$ cat src/mstw_pkg.sv
// ----------------------------------------------------------------------------
// mstw_pkg : shared types and constants of the spanning tree weight block
// Transfer structs, controller states and the command/status bundles.
// ----------------------------------------------------------------------------
package mstw_pkg;

  localparam int unsigned DEF_MAX_VERTICES = 1024;
  localparam int unsigned DEF_MAX_EDGES    = 4096;

  localparam int unsigned VW   = 10;
  localparam int unsigned WW   = 16;
  localparam int unsigned SW   = 28;
  localparam int unsigned CW   = WW + 1;
  localparam int unsigned CFGW = 11;

  localparam logic [CW-1:0] LINK_INF = 17'h10000;
  localparam logic [SW-1:0] SUM_MAX  = 28'hFFFFFFF;

  typedef struct packed {
    logic [VW-1:0] from_vertex;
    logic [VW-1:0] to_vertex;
    logic [WW-1:0] edge_weight;
    logic          last_edge;
  } mstw_in_t;

  typedef struct packed {
    logic [SW-1:0] tree_weight;
    logic [SW-1:0] total_weight;
    logic [SW-1:0] saved_weight;
    logic          connected;
  } mstw_out_t;

  typedef enum logic [3:0] {
    ST_LOAD,
    ST_INIT,
    ST_SCAN,
    ST_SCAN_END,
    ST_PICK,
    ST_RELAX,
    ST_RELAX_END,
    ST_DONE,
    ST_OUT
  } mstw_state_t;

  typedef struct packed {
    logic load;
    logic init_start;
    logic init_step;
    logic scan_start;
    logic scan_step;
    logic pick;
    logic relax_start;
    logic relax_step;
    logic finish;
    logic clear;
  } mstw_cmd_t;

  typedef struct packed {
    logic init_last;
    logic scan_last;
    logic found;
    logic relax_last;
    logic no_edges;
  } mstw_sts_t;

endpackage

$ cat src/mstw_ctrl.sv
// ----------------------------------------------------------------------------
// mstw_ctrl : sequencer of the spanning tree walk
// Runs load, init sweep, pick scan and relax sweep; holds the result.
// ----------------------------------------------------------------------------
module mstw_ctrl (
  input  logic                 clk,
  input  logic                 rst_n,
  input  logic                 in_valid,
  output logic                 in_ready,
  input  logic                 last_edge,
  output logic                 out_valid,
  input  logic                 out_ready,
  input  mstw_pkg::mstw_sts_t  sts,
  output mstw_pkg::mstw_cmd_t  cmd
);
  import mstw_pkg::*;

  mstw_state_t state_r, state_nxt;
  logic [2:0]  drain_r, drain_nxt;

  always_ff @(posedge clk) begin
    if (!rst_n) begin
      state_r <= ST_LOAD;
      drain_r <= '0;
    end else begin
      state_r <= state_nxt;
      drain_r <= drain_nxt;
    end
  end

  always_comb begin
    state_nxt = state_r;
    drain_nxt = drain_r;
    case (state_r)
      ST_LOAD:  if (in_valid && last_edge) state_nxt = ST_INIT;
      ST_INIT:  if (sts.init_last) state_nxt = ST_SCAN;
      ST_SCAN: begin
        drain_nxt = 3'd2;
        if (sts.scan_last) state_nxt = ST_SCAN_END;
      end
      ST_SCAN_END: begin
        drain_nxt = drain_r - 3'd1;
        if (drain_r == 3'd1) state_nxt = ST_PICK;
      end
      ST_PICK: state_nxt = !sts.found ? ST_DONE :
                           (sts.no_edges ? ST_SCAN : ST_RELAX);
      ST_RELAX: begin
        drain_nxt = 3'd5;
        if (sts.relax_last) state_nxt = ST_RELAX_END;
      end
      ST_RELAX_END: begin
        drain_nxt = drain_r - 3'd1;
        if (drain_r == 3'd1) state_nxt = ST_SCAN;
      end
      ST_DONE: state_nxt = ST_OUT;
      ST_OUT:  if (out_ready) state_nxt = ST_LOAD;
      default: state_nxt = ST_LOAD;
    endcase
  end

  always_comb begin
    cmd         = '0;
    in_ready    = (state_r == ST_LOAD);
    out_valid   = (state_r == ST_OUT);
    case (state_r)
      ST_LOAD: begin
        cmd.load       = in_valid;
        cmd.init_start = in_valid && last_edge;
      end
      ST_INIT: begin
        cmd.init_step  = 1'b1;
        cmd.scan_start = sts.init_last;
      end
      ST_SCAN:      cmd.scan_step = 1'b1;
      ST_SCAN_END:  ;
      ST_PICK: begin
        cmd.pick        = sts.found;
        cmd.relax_start = 1'b1;
        cmd.scan_start  = sts.found && sts.no_edges;
      end
      ST_RELAX:     cmd.relax_step = 1'b1;
      ST_RELAX_END: cmd.scan_start = (drain_r == 3'd1);
      ST_DONE: begin
        cmd.finish = 1'b1;
        cmd.clear  = 1'b1;
      end
      ST_OUT:  ;
      default: ;
    endcase
  end

endmodule
$ cat config.mk
export PLATFORM = sky130hd
export DESIGN_NAME = mstw_ctrl
export DESIGN_NICKNAME = d
export VERILOG_FILES = /design/src/mstw_pkg.sv /design/src/mstw_ctrl.sv
export SDC_FILE = /design/constraint.sdc
export NUM_CORES = 1
export LEC_CHECK = 0
export BUFFER_PORTS_ARGS = -buffer_cell sky130_fd_sc_hd__buf_2
export CORE_MARGIN = 10
export CORE_UTILIZATION = 35
export CTS_CLUSTER_DIAMETER = 50
export CTS_CLUSTER_SIZE = 12
export DETAILED_ROUTE_END_ITERATION = 7
export PLACE_DENSITY = 0.68
export SETUP_SLACK_MARGIN = 0.02
export SLEW_MARGIN = 15
export SYNTH_ARGS = -nofsm -noshare
export SYNTH_HDL_FRONTEND = slang
export SYNTH_SLANG_ARGS = --single-unit
$ cat constraint.sdc
create_clock -name clk -period 1.7 [get_ports clk]
set_input_delay 0.085 -clock clk [delete_from_list [all_inputs] [get_ports clk]]
set_output_delay 0.085 -clock clk [all_outputs]
set_load 0.01 [all_outputs]
Yosys cells after proc, flatten, opt, wreduce, memory -nomap -nowiden:

Cells that the tools add are included.

* register bits after elaboration: 7
* latch bits: 0
* RAM bits: 0
* bits in read-only memories: 0
* input port bits: 10
* output and inout port bits: 12
* memories: 0

* add/sub/neg operators: 1
* $mul: 0
* div/mod/pow operators: 0
* $lt $le $gt $ge: 0
* equality and inequality tests: 16
* shift-type cells: 0
* mux-type cells: 18
* bitwise operators: 0
* reduce and logical (&&, ||, !) cells: 6

Operators by type and width (count)
* $pmux 4 s9: 1
* $mux 4: 7
* $eq 4x3->1 const B: 4
* $ne 2x2->1 const B: 5
* $pmux 3 s3: 1
* $eq 4x2->1 const B: 2
* $reduce_and 7->1: 1
* $mux 2: 3
* $mux 3: 2
* $eq 4x1->1 const B: 1
* $eq 4x4->1 const B: 1
* $logic_not 4->1: 1
* $ne 2x1->1 const B: 2
* $eq 3x1->1 const B: 1
* $mux 1: 3
* $pmux 1 s3: 1
* $reduce_bool 3->1: 1
* $sub 3x1->3 const B: 1
* $logic_and 1x1->1: 2
* $reduce_or 2->1: 1

Logic depth before layout (Yosys ltp):

Gate-level depths: netlist of the first run.

* depth after elaboration: 3
* mapped depth: 6

Least setup slack after synthesis of the first run:

Ideal clock, no wire load.

* path kind: register -> output
* from: register state_r[0]
* to: output cmd[8] (netlist bit)
* data arrival time: 1.328 ns
* setup slack: 0.287 ns
* stages on the path, launching flop included: 5
* buffers on the path: 2
* cell sequence: dfxtp_1 > buf_2 > buf_2 > nor4_1 > and3_1

RTL lines
* start: declaration: line mstw_ctrl.sv:18 `mstw_state_t state_r, state_nxt;`
* start signal: assignment: line mstw_ctrl.sv:26 `state_r <= state_nxt;`
* end: declaration: line mstw_ctrl.sv:14 `output mstw_pkg::mstw_cmd_t cmd`

==> results.md, run 1 <==
- Status: finished, final reports clean
- Clock Tree Root: clkbuf_4
- Number of global-route vias before repair: 714
- Max-slew violations: 0
- Most used DFF post-synth: dfxtp_1
- Post-synthesis instance area: 682 µm²
- Clock Path Buffers: 2
- Yosys cell types: 41
- Die area: 4110 µm²
- Slowest CP cell: dfxtp_1
- Placed wire-length estimate: 1.49 mm
- Vias per cell: 5.23
- Static leakage: 0.401 nW
- Yosys top cell by area: dfxtp_1
- Total of warnings raised by yosys: 0
- CTS Buf Count: 3
- WP data required: 1.62 ns
- Postcts setup bufs: 0
- Net Sw Power: 0.000394 W
- Gp weighted congestion: 0.827
- Asr flop ratio synth: 0
- Antenna violations before repair: 0
- TritonCTS sink count: 7
- Net Count, Synth: 100
- CP startpoint kind: register
- Area after DPL: 831 µm²
- Maximum clock frequency: 657 MHz
- Yosys reg bits: 7
- Routed vias: 722
- Crit path cell chain: inv_1, ha_1, nand2b_1, mux2i_1, a31oi_1, nor2_1, buf_2
- PD cells: 1060 nW/µm²
- Worst Hold Class: primary input to register
- Pin count of the biggest net entering global routing: 12
- Clock Skews: 0.00555 ns
- Worst-path maximum fanout: 2
- Hold violation total from the final report: 0
- RSZ-0062 raised after global routing: false
- Min Hold Slack: 0.152 ns
- Final WL: 1.89 mm
- Comb pwr share: 0.540
- DRT iter0 DRCs: 10
- Worst setup EP type: output port
- Final setup fails: 0
- Row cnt: 15
- H-tree depth: 1
- First-pass GRT wire length: 3.02 mm
- Worst vdd ir: 0.495 mV
- ANT nets after route: 0
- Core area: 1780 µm²
- Antenna cell count: 0
- Die Wd: 64.1 µm
- Most instantiated cells after synthesis: 7 x dfxtp_1, 7 x nor2_1, 6 x a21oi_1, 6 x buf_2
- Sequential share of power: 0.288
- Post-route setup TNS: 0 ns
- WL/cell: 13.7 µm
- Final nets: 126
- Switching Share: 0.425
- Mean Syn Cell Area: 7.75 µm²
- Slew @ Worst Pin: 0.354 ns
- Post-synth EDFFs: 0
- Clock Pin Slew Worst Setup and Hold Paths: 0.06 ns
- Final instance area: 873 µm²
- MaxCap Viol Count: 0
- TritonCTS clock tree: built
- Clock share of power: 0.172
- Max-slew headroom at the worst pin: 0.763
- # DRC: 0
- I/O pin count: 22
- Skew-Pair Late Insertion Delay: 0.26 ns
- Yosys top cell area share: 0.206
- Final min period: 1.52 ns
- Fin crit share: 0.895
- Port bufs: 21
- Area grow syn2layout: 28.1%
- Critical path class: register to output port
- Synth Instances: 88
- Share of cells above drive strength 1: 0.389
- 1st-pass router iterations: 4
- Sequential area share after synthesis: 0.206
- Starting Density: 0.382
- WP data arrival: 1.44 ns
- Largest cells by area after synthesis: dfxtp_1 21%, mux2i_1 5.9%, a21oi_1 4.4%, buf_2 4.4%, nor2_1 3.9%
- Die height: 64.1 µm
- Grt ovf: 0
- Internal Power: 0.000532 W
- CTS Hold Bufs: 0
- Worst path max stage delay: 0.33 ns
- All-layer global routing usage: 0.0897
## layout make-up
class	instances	area, µm²
inverter	6	22.5
fill	188	910
multi-input combinational	66	477
tap	25	31.3
sequential	7	144
timing repair buffer	30	173
clock buffer	4	26.3
## power groups by stage
stage	clock, W	combinational, W	sequential, W
6_report	0.000159	0.000499	0.000267
5_1_grt	0.000172	0.000555	0.000273
2_1_floorplan	0	0.000375	0.000218
4_1_cts	0.000164	0.000490	0.000260
3_3_place_gp	0	0.000481	0.000261
3_5_place_dp	0	0.000489	0.000264
## metal layers
metal  part of all wire  vias to the layer above  GRT usage  wire length (µm)
li1                   -                      373          -                 -
met1               0.46                      321      0.103               880
met2               0.44                       24      0.136               830
met3              0.088                        4     0.0453               166
met4             0.0079                        0     0.0428                15
met5                  0                        -          0                 0
## worst max-delay path: cells and delay by family (launching register included)
family	cells	cell delay (ns)
buf+inv	2	0.22
mux	1	0.10
flops	1	0.33
compound gates	1	0.18
fa+ha+maj	1	0.17
simple gates	2	0.18
## flip-flops by register name, summed over array words and instances, names as in the netlist
signal	cells
state_r	4
drain_r	3
## through the flow
step                      setup slack, ns  power [W]  instances  utilization
after floorplan                     0.287   0.000593         88            -
after global placement              0.239   0.000742        134        0.466
after detailed placement            0.194   0.000753        134        0.466
after CTS                          0.0338   0.000914        138        0.481
after global routing               0.0324    0.00100        138        0.490
final                               0.179   0.000925        138        0.490
## placed cells by master (no fill, tap or decap), types with 3 or more instances in the layout
master,Yosys,routed
dfxtp_2,0,3
nor3_1,3,3
clkbuf_4,0,3
buf_2,6,21
mux2i_1,4,4
nand2_1,5,5
buf_4,1,9
dfxtp_1,7,4
a31oi_1,3,3
inv_1,5,5
nor2_1,7,7
nor2b_1,3,3
a21oi_1,6,6
## repair_timing
action | in CTS | in global routing
gates resized for setup | 0 | 5
hold endpoints to repair | 0 | 0
setup endpoints to repair | 0 | 6
## logic make-up after synthesis
family / after synthesis / synth area share
buffers and inverters: 15 / 0.114
multiplexers: 4 / 0.0587
AO/OA/AOI/OAI: 23 / 0.264
flip-flops: 7 / 0.205
XOR/XNOR: 2 / 0.0257
AND/OR/NAND/NOR: 35 / 0.295
adder cells (fa/ha/maj): 2 / 0.0367
## worst paths after layout
check | startpoint | end | slack [ns] | cells past startpoint
setup / recovery | drain_r[1]$_SDFFE_PN0P_ | cmd[6] | 0.18 | 7
hold / removal | rst_n | drain_r[0]$_SDFFE_PN0P_ | 0.15 | 2
setup reg to reg | state_r[3]$_SDFFE_PN0P_ | state_r[0]$_SDFFE_PN0P_ | 0.25 | 4
hold reg to reg | state_r[2]$_SDFFE_PN0P_ | state_r[2]$_SDFFE_PN0P_ | 0.54 | 2
Power figures use the tool's default switching activity.
==> run 2: changes to the inputs <==
CTS_BUF_LIST = sky130_fd_sc_hd__clkbuf_2   (was unset)
==> run 2 against run 1 <==
Utilization down 0.42 points. Clock skew up 0.0014 ns. Count of clock-buffer cells in the layout is the same. Sequential share of layout area about the same. Worst hold slack better by 0.018 ns. Flip-flop and latch count unchanged. Combinational power about the same. Non-clock buffer count did not move. Critical endpoint is now cmd[8].
==> results.md, run 2 (synthesis results as in run 1) <==
- Pin count of the biggest net entering global routing: 12 (unchanged)
- Vias per cell: 5.35 (was 5.23)
- Share of cells above drive strength 1: 0.389 (unchanged)
- Port bufs: 21 (unchanged)
- Maximum clock frequency: 655 MHz (was 657 MHz)
- Clock Skews: 0.00691 ns (was 0.00555 ns)
- Static leakage: 0.402 nW (was 0.401 nW)
- Fin cells: 138 (unchanged)
- WL/cell: 13.8 µm (was 13.7 µm)
- RSZ-0062 raised after global routing: false (unchanged)
- Number of global-route vias before repair: 701 (was 714)
- Placed wire-length estimate: 1.49 mm (unchanged)
- Internal Power: 0.000504 W (was 0.000532 W)
- TritonCTS clock tree: built (unchanged)
- All-layer global routing usage: 0.0890 (was 0.0897)
- Commonest non-fill, non-tap cell in the layout: buf_2 (unchanged)
- Routed vias: 738 (was 722)
- Die height: 64.1 µm (unchanged)
- Gp weighted congestion: 0.827 (unchanged)
- DRT iter0 DRCs: 15 (was 10)
- WP data required: 1.62 ns (about the same)
- Worst Reg-to-Reg Cells: 4 (unchanged)
- Slew @ Worst Pin: 0.364 ns (was 0.354 ns)
- ANT nets after route: 0 (unchanged)
- Max-slew headroom at the worst pin: 0.757 (was 0.763)
- Critical path class: register to output port (unchanged)
- Top reg by flops: state_r (unchanged)
- Row cnt: 15 (unchanged)
- Worst setup EP type: output port (unchanged)
- Fin crit share: 0.898 (was 0.895)
- Post-route setup TNS: 0 ns (unchanged)
- WP data arrival: 1.44 ns (about the same)
- H-tree depth: 1 (unchanged)
- Postcts setup bufs: 0 (unchanged)
- Worst reg2reg setup slack: 0.21 ns (was 0.25 ns)
- Area grow syn2layout: 27.0% (was 28.1%)
- Clock Pin Slew Worst Setup and Hold Paths: 0.09 ns (was 0.06 ns)
- Net Sw Power: 0.000394 W (about the same)
- Pwr Total: 0.000897 W (was 0.000925 W)
- Final WL: 1.91 mm (was 1.89 mm)
- First-pass GRT wire length: 3.03 mm (was 3.02 mm)
- Sequential share of power: 0.295 (was 0.288)
- Starting Density: 0.382 (unchanged)
- CTS Buf Count: 3 (unchanged)
- Final setup fails: 0 (unchanged)
- Placed Cells: 134 (unchanged)
- 1st-pass router iterations: 6 (was 4)
- Clock Path Buffers: 2 (unchanged)
- MaxCap Viol Count: 0 (unchanged)
- Skew-Pair Late Insertion Delay: 0.24 ns (was 0.26 ns)
- Max-slew violations: 0 (unchanged)
- Die Wd: 64.1 µm (unchanged)
- Grt ovf: 0 (unchanged)
- Commonest non-fill, non-tap cells in the layout: 21 x buf_2, 9 x buf_4, 7 x nor2_1 (unchanged)
- Worst Hold Class: primary input to register (unchanged)
- Final nets: 126 (unchanged)
- Antenna cell count: 0 (unchanged)
- Die area: 4110 µm² (unchanged)
- Final min period: 1.53 ns (was 1.52 ns)
- Comb pwr share: 0.559 (was 0.540)
- Worst vdd ir: 0.469 mV (was 0.495 mV)
- Core area: 1780 µm² (unchanged)
- PD cells: 1040 nW/µm² (was 1060 nW/µm²)
- CP startpoint kind: register (unchanged)
- TritonCTS sink count: 7 (unchanged)
- Switching Share: 0.439 (was 0.425)
- Status: finished, final reports clean (unchanged)
- Top flop regs: state_r (4), drain_r (3) (unchanged)
- CTS Hold Bufs: 0 (unchanged)
- Worst-path maximum fanout: 8 (was 2)
- Clock share of power: 0.146 (was 0.172)
- I/O pin count: 22 (unchanged)
- Antenna violations before repair: 0 (unchanged)
- Largest register FFs: 4 (unchanged)
- # DRC: 0 (unchanged)
- Hold violation total from the final report: 0 (unchanged)
- Clock Tree Root: clkbuf_2 (was clkbuf_4)
- Hold Crit Depth: 2 (unchanged)
-- run 2: cell count changes in the layout (fill, tap and decap cells not counted) --
cell,before,now
clkbuf_1,1,0
dfxtp_1,4,5
clkbuf_2,0,4
clkbuf_4,3,0
dfxtp_2,3,2
-- run 2: layer usage --
layer	track usage	part of all wire	vias up
met5	0	0	-
met4	0.0321	0.014	0
met3	0.0453	0.096	2
met2	0.136	0.42	33
met1	0.105	0.47	331
li1	-	-	372
-- run 2: path summary, 6_finish.rpt --
kind,start,endpoint
max,state_r[2]$_SDFFE_PN0P_,cmd[8]
min reg2reg,drain_r[1]$_SDFFE_PN0P_,drain_r[1]$_SDFFE_PN0P_
max reg2reg,state_r[2]$_SDFFE_PN0P_,state_r[1]$_SDFFE_PN0P_
min,rst_n,drain_r[0]$_SDFFE_PN0P_
-- run 2: cell type report --
cell class              instances  area, µm²
flip-flops and latches          7        143
repair buffers                 30        173
clock buffers                   4       20.0
inverters                       6       22.5
well taps                      25       31.3
fillers                       188        917
multi-input cells              66        477
-- run 2: worst max-delay path: stages, from the launching register on --
cell and delay (ns):
dfxtp_1 0.42, buf_4 0.21, nor4_2 0.25, and3_1 0.19, buf_2 0.13
-- run 2: timing repair --
item                       in CTS  in global routing
setup endpoints to repair       0                  6
gates resized for setup         0                  4
hold endpoints to repair        0                  0
-- run 2: stage by stage --
step / setup WS, ns / hold slack, ns / cell area (µm²) / util
finish: 0.174 / 0.170 / 866 / 0.486
global route: 0.0249 / 0.163 / 866 / 0.486
floorplan: 0.287 / 0.314 / 682 / -
CTS: 0.0465 / 0.164 / 851 / 0.477
detailed placement: 0.194 / 0.422 / 831 / 0.466
global placement: 0.239 / 0.419 / 831 / 0.466
-- run 2: power by group through the flow --
stage	clock network [W]	registers (W)	logic, W
after floorplan	0	0.000218	0.000375
after global placement	0	0.000261	0.000481
after detailed placement	0	0.000264	0.000489
after CTS	0.000133	0.000260	0.000490
after global routing	0.000141	0.000272	0.000556
final	0.000131	0.000265	0.000501
